<file path="src/design/pnm_pkg.sv">
// package with phase, result kind and byte constants for the pnm header and sample parser
package pnm_pkg;

  // parser phase
  typedef enum logic [2:0] {
    PH_MAGIC   = 3'd0,
    PH_FORMAT  = 3'd1,
    PH_HEADER  = 3'd2,
    PH_SAMPLES = 3'd3,
    PH_IDLE    = 3'd4
  } phase_t;

  // result kinds
  typedef enum logic [1:0] {
    KIND_HEADER = 2'd0,
    KIND_SAMPLE = 2'd1,
    KIND_ERROR  = 2'd2
  } kind_t;

  // error codes
  localparam logic ERR_MAGIC  = 1'b0;
  localparam logic ERR_FORMAT = 1'b1;

  // header field slots
  localparam logic [1:0] FIELD_WIDTH  = 2'd0;
  localparam logic [1:0] FIELD_HEIGHT = 2'd1;
  localparam logic [1:0] FIELD_MAXVAL = 2'd2;

  // characters
  localparam logic [7:0] CH_LF    = 8'h0a;
  localparam logic [7:0] CH_CR    = 8'd13;
  localparam logic [7:0] CH_TAB   = 8'h09;
  localparam logic [7:0] CH_SPACE = 8'h20;
  localparam logic [7:0] CH_HASH  = 8'h23;
  localparam logic [7:0] CH_P     = 8'h50;
  localparam logic [7:0] CH_5     = 8'h35;
  localparam logic [7:0] CH_6     = 8'h36;
  localparam logic [7:0] CH_0     = 8'h30;
  localparam logic [7:0] CH_9     = 8'h39;

  // default decimal accumulator width
  localparam int NUMBER_BITS_DEFAULT = 16;

endpackage

</file>
<file path="src/design/pnm_header_and_sample_parser_core.sv">
// pnm (P5/P6) header parser and sample splitter, one byte per cycle while in_ready is high
//
//  channel | signals                                        | dir
//  --------+------------------------------------------------+-----
//  input   | in_valid, in_ready, data_byte, start_req       | in
//  result  | out_valid, out_ready, kind, error_code,        | out
//          | channels, width, height, max_value, sample,last|
//
// one byte is taken per cycle while in_ready is high, i.e. whenever the output
// register is empty or being drained; each transfer updates the parse state in
// the same cycle and loads at most one result into the output register, so a
// result appears the cycle after its byte. width*height is multiplied when
// height completes. rst (synchronous) returns the parser to expect 'P'.
module pnm_header_and_sample_parser_core
  import pnm_pkg::*;
#(
  parameter int NUMBER_BITS = NUMBER_BITS_DEFAULT
) (
  input  logic        clk,
  input  logic        rst,
  input  logic        in_valid,
  output logic        in_ready,
  input  logic [7:0]  data_byte,
  input  logic        start_req,
  output logic        out_valid,
  input  logic        out_ready,
  output logic [1:0]  kind,
  output logic        error_code,
  output logic [1:0]  channels,
  output logic [15:0] width,
  output logic [15:0] height,
  output logic [15:0] max_value,
  output logic [15:0] sample,
  output logic        last
);

  localparam int AW = NUMBER_BITS;
  localparam int EW = NUMBER_BITS + 16;

  // parse state
  phase_t      phase, phase_next;
  logic        in_comment, in_comment_next;
  logic [AW-1:0] accumulator, accumulator_next;
  logic        in_digits, in_digits_next;
  logic [1:0]  field_index, field_index_next;
  logic [15:0] held_width, held_width_next;
  logic [15:0] held_height, held_height_next;
  logic [15:0] held_maxval, held_maxval_next;
  logic [1:0]  held_channels, held_channels_next;
  logic [7:0]  high_byte, high_byte_next;
  logic        byte_parity, byte_parity_next;
  logic [33:0] samples_left, samples_left_next;
  logic [31:0] wh_product, wh_product_next;

  // state seen by this byte (cleared on start_req)
  phase_t      cur_phase;
  logic        cur_comment, cur_digits, cur_parity;
  logic [AW-1:0] cur_acc;
  logic [1:0]  cur_field, cur_channels;
  logic [15:0] cur_width, cur_height, cur_maxval;
  logic [33:0] cur_left;
  logic [31:0] cur_product;

  logic        accept;
  logic        is_digit, is_blank, is_hash;
  logic [3:0]  digit_val;
  logic [AW+3:0] acc_times_ten;
  logic [AW+4:0] acc_sum;
  logic [AW-1:0] acc_step;
  logic        finish;
  logic [AW-1:0] finish_raw;
  logic [EW-1:0] finish_ext;
  logic [15:0] finish_val;
  logic [33:0] total_samples;
  logic        wide_samples;
  logic        sample_emit;
  logic [33:0] left_dec;

  // result staged for the output register
  logic        res_valid;
  logic [1:0]  res_kind;
  logic        res_error;
  logic [1:0]  res_channels;
  logic [15:0] res_width, res_height, res_maxval, res_sample;
  logic        res_last;

  assign in_ready = !out_valid || out_ready;
  assign accept   = in_valid && in_ready;

  // restart clears the state before the byte is used
  always_comb begin
    if (start_req) begin
      cur_phase    = PH_MAGIC;
      cur_comment  = 1'b0;
      cur_acc      = '0;
      cur_digits   = 1'b0;
      cur_field    = FIELD_WIDTH;
      cur_width    = '0;
      cur_height   = '0;
      cur_maxval   = '0;
      cur_channels = 2'd1;
      cur_parity   = 1'b0;
      cur_left     = '0;
      cur_product  = '0;
    end else begin
      cur_phase    = phase;
      cur_comment  = in_comment;
      cur_acc      = accumulator;
      cur_digits   = in_digits;
      cur_field    = field_index;
      cur_width    = held_width;
      cur_height   = held_height;
      cur_maxval   = held_maxval;
      cur_channels = held_channels;
      cur_parity   = byte_parity;
      cur_left     = samples_left;
      cur_product  = wh_product;
    end
  end

  // byte classes
  assign is_digit  = (data_byte >= CH_0) && (data_byte <= CH_9);
  assign is_blank  = (data_byte == CH_LF) || (data_byte == CH_CR) ||
                     (data_byte == CH_TAB) || (data_byte == CH_SPACE);
  assign is_hash   = (data_byte == CH_HASH);
  assign digit_val = 4'(data_byte - CH_0);

  // saturating decimal accumulate
  assign acc_times_ten = {1'b0, cur_acc, 3'b000} + {3'b000, cur_acc, 1'b0};
  assign acc_sum       = {1'b0, acc_times_ten} + (AW+5)'(digit_val);
  assign acc_step      = (acc_sum[AW+4:AW] != '0) ? {AW{1'b1}} : acc_sum[AW-1:0];

  // number end and its value clipped to 16 bits
  assign finish = (cur_phase == PH_HEADER) && !cur_comment &&
                  ((cur_digits && !is_digit) ||
                   (!cur_digits && !is_hash && !is_blank && !is_digit));
  assign finish_raw = cur_digits ? cur_acc : '0;
  assign finish_ext = EW'(finish_raw);
  assign finish_val = (finish_ext > EW'(16'hFFFF)) ? 16'hFFFF : finish_ext[15:0];

  // component count, channels is 1 or 3
  assign total_samples = cur_channels[1] ? (34'(cur_product) + {1'b0, cur_product, 1'b0})
                                         : 34'(cur_product);

  // sample splitting
  assign wide_samples = (cur_maxval[15:8] != 8'h00);
  assign sample_emit  = (cur_phase == PH_SAMPLES) && (!wide_samples || cur_parity);
  assign left_dec     = (cur_left != '0) ? (cur_left - 34'd1) : cur_left;

  // next state
  always_comb begin
    phase_next         = cur_phase;
    in_comment_next    = cur_comment;
    accumulator_next   = cur_acc;
    in_digits_next     = cur_digits;
    field_index_next   = cur_field;
    held_width_next    = cur_width;
    held_height_next   = cur_height;
    held_maxval_next   = cur_maxval;
    held_channels_next = cur_channels;
    high_byte_next     = high_byte;
    byte_parity_next   = cur_parity;
    samples_left_next  = cur_left;
    wh_product_next    = cur_product;
    case (cur_phase)
      PH_MAGIC: begin
        phase_next = (data_byte == CH_P) ? PH_FORMAT : PH_IDLE;
      end
      PH_FORMAT: begin
        if (data_byte == CH_5 || data_byte == CH_6) begin
          held_channels_next = (data_byte == CH_5) ? 2'd1 : 2'd3;
          phase_next         = PH_HEADER;
          in_comment_next    = 1'b0;
          in_digits_next     = 1'b0;
          accumulator_next   = '0;
          field_index_next   = FIELD_WIDTH;
        end else begin
          phase_next = PH_IDLE;
        end
      end
      PH_HEADER: begin
        if (cur_comment) begin
          if (data_byte == CH_LF) in_comment_next = 1'b0;
        end else if (cur_digits && is_digit) begin
          accumulator_next = acc_step;
        end else if (!cur_digits && is_hash) begin
          in_comment_next = 1'b1;
        end else if (!cur_digits && is_digit) begin
          accumulator_next = AW'(digit_val);
          in_digits_next   = 1'b1;
        end
        // store a finished number
        if (finish) begin
          in_digits_next   = 1'b0;
          accumulator_next = '0;
          case (cur_field)
            FIELD_WIDTH: begin
              held_width_next  = finish_val;
              field_index_next = FIELD_HEIGHT;
              if (is_hash) in_comment_next = 1'b1;
            end
            FIELD_HEIGHT: begin
              held_height_next = finish_val;
              field_index_next = FIELD_MAXVAL;
              wh_product_next  = 32'(cur_width) * 32'(finish_val);
              if (is_hash) in_comment_next = 1'b1;
            end
            default: begin
              held_maxval_next  = finish_val;
              field_index_next  = FIELD_WIDTH;
              in_comment_next   = 1'b0;
              samples_left_next = total_samples;
              byte_parity_next  = 1'b0;
              phase_next        = (total_samples != '0) ? PH_SAMPLES : PH_IDLE;
            end
          endcase
        end
      end
      PH_SAMPLES: begin
        if (wide_samples && !cur_parity) begin
          high_byte_next   = data_byte;
          byte_parity_next = 1'b1;
        end else begin
          byte_parity_next  = 1'b0;
          samples_left_next = left_dec;
          if (left_dec == '0) phase_next = PH_IDLE;
        end
      end
      default: begin
        phase_next = cur_phase;
      end
    endcase
  end

  // result for this byte, unused fields zero
  always_comb begin
    res_valid    = 1'b0;
    res_kind     = KIND_HEADER;
    res_error    = ERR_MAGIC;
    res_channels = '0;
    res_width    = '0;
    res_height   = '0;
    res_maxval   = '0;
    res_sample   = '0;
    res_last     = 1'b0;
    case (cur_phase)
      PH_MAGIC: begin
        if (data_byte != CH_P) begin
          res_valid = 1'b1;
          res_kind  = KIND_ERROR;
          res_error = ERR_MAGIC;
        end
      end
      PH_FORMAT: begin
        if (data_byte != CH_5 && data_byte != CH_6) begin
          res_valid = 1'b1;
          res_kind  = KIND_ERROR;
          res_error = ERR_FORMAT;
        end
      end
      PH_HEADER: begin
        if (finish && cur_field != FIELD_WIDTH && cur_field != FIELD_HEIGHT) begin
          res_valid    = 1'b1;
          res_kind     = KIND_HEADER;
          res_channels = cur_channels;
          res_width    = cur_width;
          res_height   = cur_height;
          res_maxval   = finish_val;
        end
      end
      PH_SAMPLES: begin
        if (sample_emit) begin
          res_valid  = 1'b1;
          res_kind   = KIND_SAMPLE;
          res_sample = wide_samples ? {high_byte, data_byte} : {8'h00, data_byte};
          res_last   = (left_dec == '0);
        end
      end
      default: begin
        res_valid = 1'b0;
      end
    endcase
  end

  // state registers
  always_ff @(posedge clk) begin
    if (rst) begin
      phase         <= PH_MAGIC;
      in_comment    <= 1'b0;
      accumulator   <= '0;
      in_digits     <= 1'b0;
      field_index   <= FIELD_WIDTH;
      held_width    <= '0;
      held_height   <= '0;
      held_maxval   <= '0;
      held_channels <= 2'd1;
      high_byte     <= '0;
      byte_parity   <= 1'b0;
      samples_left  <= '0;
      wh_product    <= '0;
    end else if (accept) begin
      phase         <= phase_next;
      in_comment    <= in_comment_next;
      accumulator   <= accumulator_next;
      in_digits     <= in_digits_next;
      field_index   <= field_index_next;
      held_width    <= held_width_next;
      held_height   <= held_height_next;
      held_maxval   <= held_maxval_next;
      held_channels <= held_channels_next;
      high_byte     <= high_byte_next;
      byte_parity   <= byte_parity_next;
      samples_left  <= samples_left_next;
      wh_product    <= wh_product_next;
    end
  end

  // output register
  always_ff @(posedge clk) begin
    if (rst) begin
      out_valid <= 1'b0;
    end else if (accept) begin
      out_valid <= res_valid;
    end else if (out_ready) begin
      out_valid <= 1'b0;
    end
  end

  always_ff @(posedge clk) begin
    if (accept && res_valid) begin
      kind       <= res_kind;
      error_code <= res_error;
      channels   <= res_channels;
      width      <= res_width;
      height     <= res_height;
      max_value  <= res_maxval;
      sample     <= res_sample;
      last       <= res_last;
    end
  end

endmodule

</file>
<file path="config.mk">
export PLATFORM = sky130hd
export DESIGN_NAME = pnm_header_and_sample_parser_core
export DESIGN_NICKNAME = d
export VERILOG_FILES = /design/src/design/pnm_pkg.sv /design/src/design/pnm_header_and_sample_parser_core.sv
export SDC_FILE = /design/constraint.sdc
export NUM_CORES = 1
export LEC_CHECK = 0
export BUFFER_PORTS_ARGS = -buffer_cell sky130_fd_sc_hd__buf_2
export CORE_UTILIZATION = 50
export DETAILED_ROUTE_END_ITERATION = 7
export GPL_ROUTABILITY_DRIVEN = 0
export MAX_ROUTING_LAYER = met4
export PLACE_DENSITY = 0.69
export SLEW_MARGIN = 25
export SYNTH_ARGS = -nofsm -noshare
export SYNTH_HDL_FRONTEND = slang
export SYNTH_SLANG_ARGS = --single-unit
</file>
<file path="constraint.sdc">
create_clock -name clk -period 9.5 [get_ports clk]
set_input_delay 1.9 -clock clk [delete_from_list [all_inputs] [get_ports clk]]
set_output_delay 1.9 -clock clk [all_outputs]
set_load 0.1 [all_outputs]
</file>
==> impl_metrics.yaml <==
run_status:
  outcome: "completed"
logic_synthesis:
  syn_inst: 2678
  synth_edf_count: 70
  synth_area_leaders: "fa_1 (17%), dfxtp_1 (12%), ha_1 (9.3%)"
  yosysMostFrequentCell: "inv_1"
  synth_top_area_share_pct: 17.4
  synth_async_sr_flop_share_pct: 0
  syn_nets: 3057
  ys_types: 104
  ys_seq_area_share_pct: 21.7
  synthFlopType: "dfxtp_1"
  syn_area_mm2: 0.0227
  synth_seq_cells: 211
  synth_common_cells: "inv_1 (269), nand2_1 (267), nor2_1 (213), fa_1 (197), ha_1 (169)"
  synth_area_per_cell_um2: 8.46
  synth-warning-count: 0
  yosys.area.top_type: "fa_1"
detailed_routing:
  wl_per_cell_um: 20.4
  drc_errors: 0
  routed_wl_um: 66700
  drt_iter0_drc: 2057
  drtAntennaViolNets: 0
  vias_per_cell: 6.21
  firstDrtPassIters: 6
  via_count: 20300
floorplanning:
  fp.dieH_um: 215
  fp.dieArea_mm2: 0.0462
  io_pins: 85
  rows: 77
  die_w_um: 215
  core_mm2: 0.0444
  start_util_pct: 51.0
placement:
  dp_cells: 3226
  port_buffers: 84
  place_ws_ns: 0.591
  hpwlAfterDp_um: 49900
clocking:
  cts_sinks: 211
  cts_setup_buffers: 0
  clock_path_buffers: 3
  clkTransAtPathRegs_ns: 0.06
  clockRootBuffer: "clkbuf_16"
  worst_skew_pair.late_latency_ns: 0.55
  numCtsBuffers: 23
  holdBufCountCts: 0
  cts_tree: "yes"
  ctsResizeCount: 0
  htreeDepth: 1
critical_path:
  crit_path_max_fanout: 27
  required_ns: 9.93
  ff2ff_setup_slack_ns: 2.28
  r2r_cells: 25
  critPathArrivalTime_ns: 8.86
  cpMostUsedCell: "fa_1"
  end_kind: "flip-flop"
  cpMaxStageDelayCell: "fa_1"
  worstSetupStartpointType: "input port"
  critPathMaxStageDelay_ns: 0.56
  worstSetupPathType: "in2reg"
finish:
  drive_gt1_share_pct: 8.30
  stdcell_count: 3271
  final_nets: 3038
  fillers: 4003
  area_growth_pct: 6.70
pwr:
  p_leak_uw: 0.0113
  peakVddDrop_v: 0.000120
  powerDensity_mw_per_mm2: 96.1
timing:
  min_period_over_period_pct: 88.7
  fin_skew_ns: 0.0212
  slew_headroom_pct: 30.3
  grt_setup_unrepaired: "no"
  drv_slew: 0
  finalWorstSetupSlack_ns: 1.08
  final-setup-viol-count: 0
  tightest_slew_ns: 1.04
  fmax_mhz: 119
  finalHoldViolations: 0
  final.setup.tns_ns: 0
  fin_crit_ns: 8.42
job:
  max_cap_violations: 0
worst_hold_path:
  hp-class: "reg2reg"
  holdPathStages: 2
global_routing:
  grt_max_degree: 96
  grt_use_total_pct: 29.8
  grt_pass1_vias: 19900
  antenna_found_initial: 3
  grt_pass1_wl_um: 108000
  gr-total-overflow: 0
## cell families after synthesis
family          after synthesis  share of synthesized area [%]
flops                       211                           21.7
simple gates                978                           21.9
fa+ha+maj                   366                           26.7
xor+xnor                     67                           2.59
compound gates              586                           17.8
mux                          22                          0.994
buf+inv                     448                           8.22
## registers in the layout, summed over array words and instances, names as in the netlist, 16 cells and up
signal / cells
accumulator: 16
held_width: 16
width: 16
max_value: 16
wh_product: 32
sample: 16
height: 16
held_height: 16
samples_left: 34
## path summary, 6_finish.rpt
kind                                             startpoint                     endpoint
worst max-delay path                              start_req  wh_product[30]$_SDFFE_PP0P_
worst min register to register  accumulator[1]$_SDFFE_PP0P_  accumulator[1]$_SDFFE_PP0P_
worst max register to register       in_digits$_SDFFE_PP0P_  wh_product[30]$_SDFFE_PP0P_
worst min-delay path            accumulator[1]$_SDFFE_PP0P_  accumulator[1]$_SDFFE_PP0P_
## placed cells by master, fill, tap and decap left out, drive strengths merged, types with 13 or more instances in the layout
cell type  synthesis  layout
nor4              28      28
clkbuf           168      28
nand4             26      26
o21a              13      13
inv              269     272
a21o              42      42
a22oi             81      81
a211oi            26      26
a21oi            134     134
and2              76      76
or3               18      18
fa               197     197
nor2             213     213
a31oi             17      17
o31ai             19      19
xor2              21      21
o21ai            102     102
edfxtp            70      70
nor2b             70      70
nand3             44      44
o211ai            16      16
buf               11     135
xnor2             46      46
nand2            268     268
ha               169     169
dfxtp            141     141
and3             140     140
nor3              45      45
mux2i             18      18
## power breakdown
part	internal [µW]	switching (µW)	total, µW
clock network	542	404	946
logic	74.8	327	402
registers	961	13.6	975
total	1580	745	2320
## layout make-up
cell class                      count  area [µm²]  area share, %
Antenna cell                        3        7.51         0.0311
Timing Repair Buffer              135         812           3.36
Clock inverter                     14         174          0.720
Clock buffer                       28         604           2.50
Inverter                          269        1010           4.18
Multi-Input combinational cell   2019       15900           65.8
Sequential cell                   211        4920           20.4
Tap cell                          592         741           3.06
## metrics by stage
stage	total power (µW)	hold slack [ns]	util, %	cell area, µm²
floorplan	1310	0.415	-	22700
global placement	1380	0.436	52.6	23400
detailed placement	1390	0.444	52.6	23400
CTS	2320	0.456	54.4	24200
global route	2380	0.486	54.4	24200
finish	2320	0.457	54.4	24200
## worst max-delay path: cells and delay by family
| kind | cells | cell delay, ns |
|---|---|---|
| AO/OA/AOI/OAI | 7 | 1.21 |
| adder cells (fa/ha/maj) | 7 | 3.57 |
| buffers and inverters | 6 | 0.86 |
| multiplexers | 1 | 0.11 |
| AND/OR/NAND/NOR | 5 | 1.16 |
## routing by layer
metal  GRT usage, %  share of wire, %  up-vias  wire length (µm)
li1               -                 -     9289                 -
met5              -                 0        -                 0
met2           46.9                46      974             30700
met3           4.59               9.4      161              6250
met4           11.0               3.5        0              2310
met1           38.6                41     9890             27400
Power figures use the tool's default switching activity.
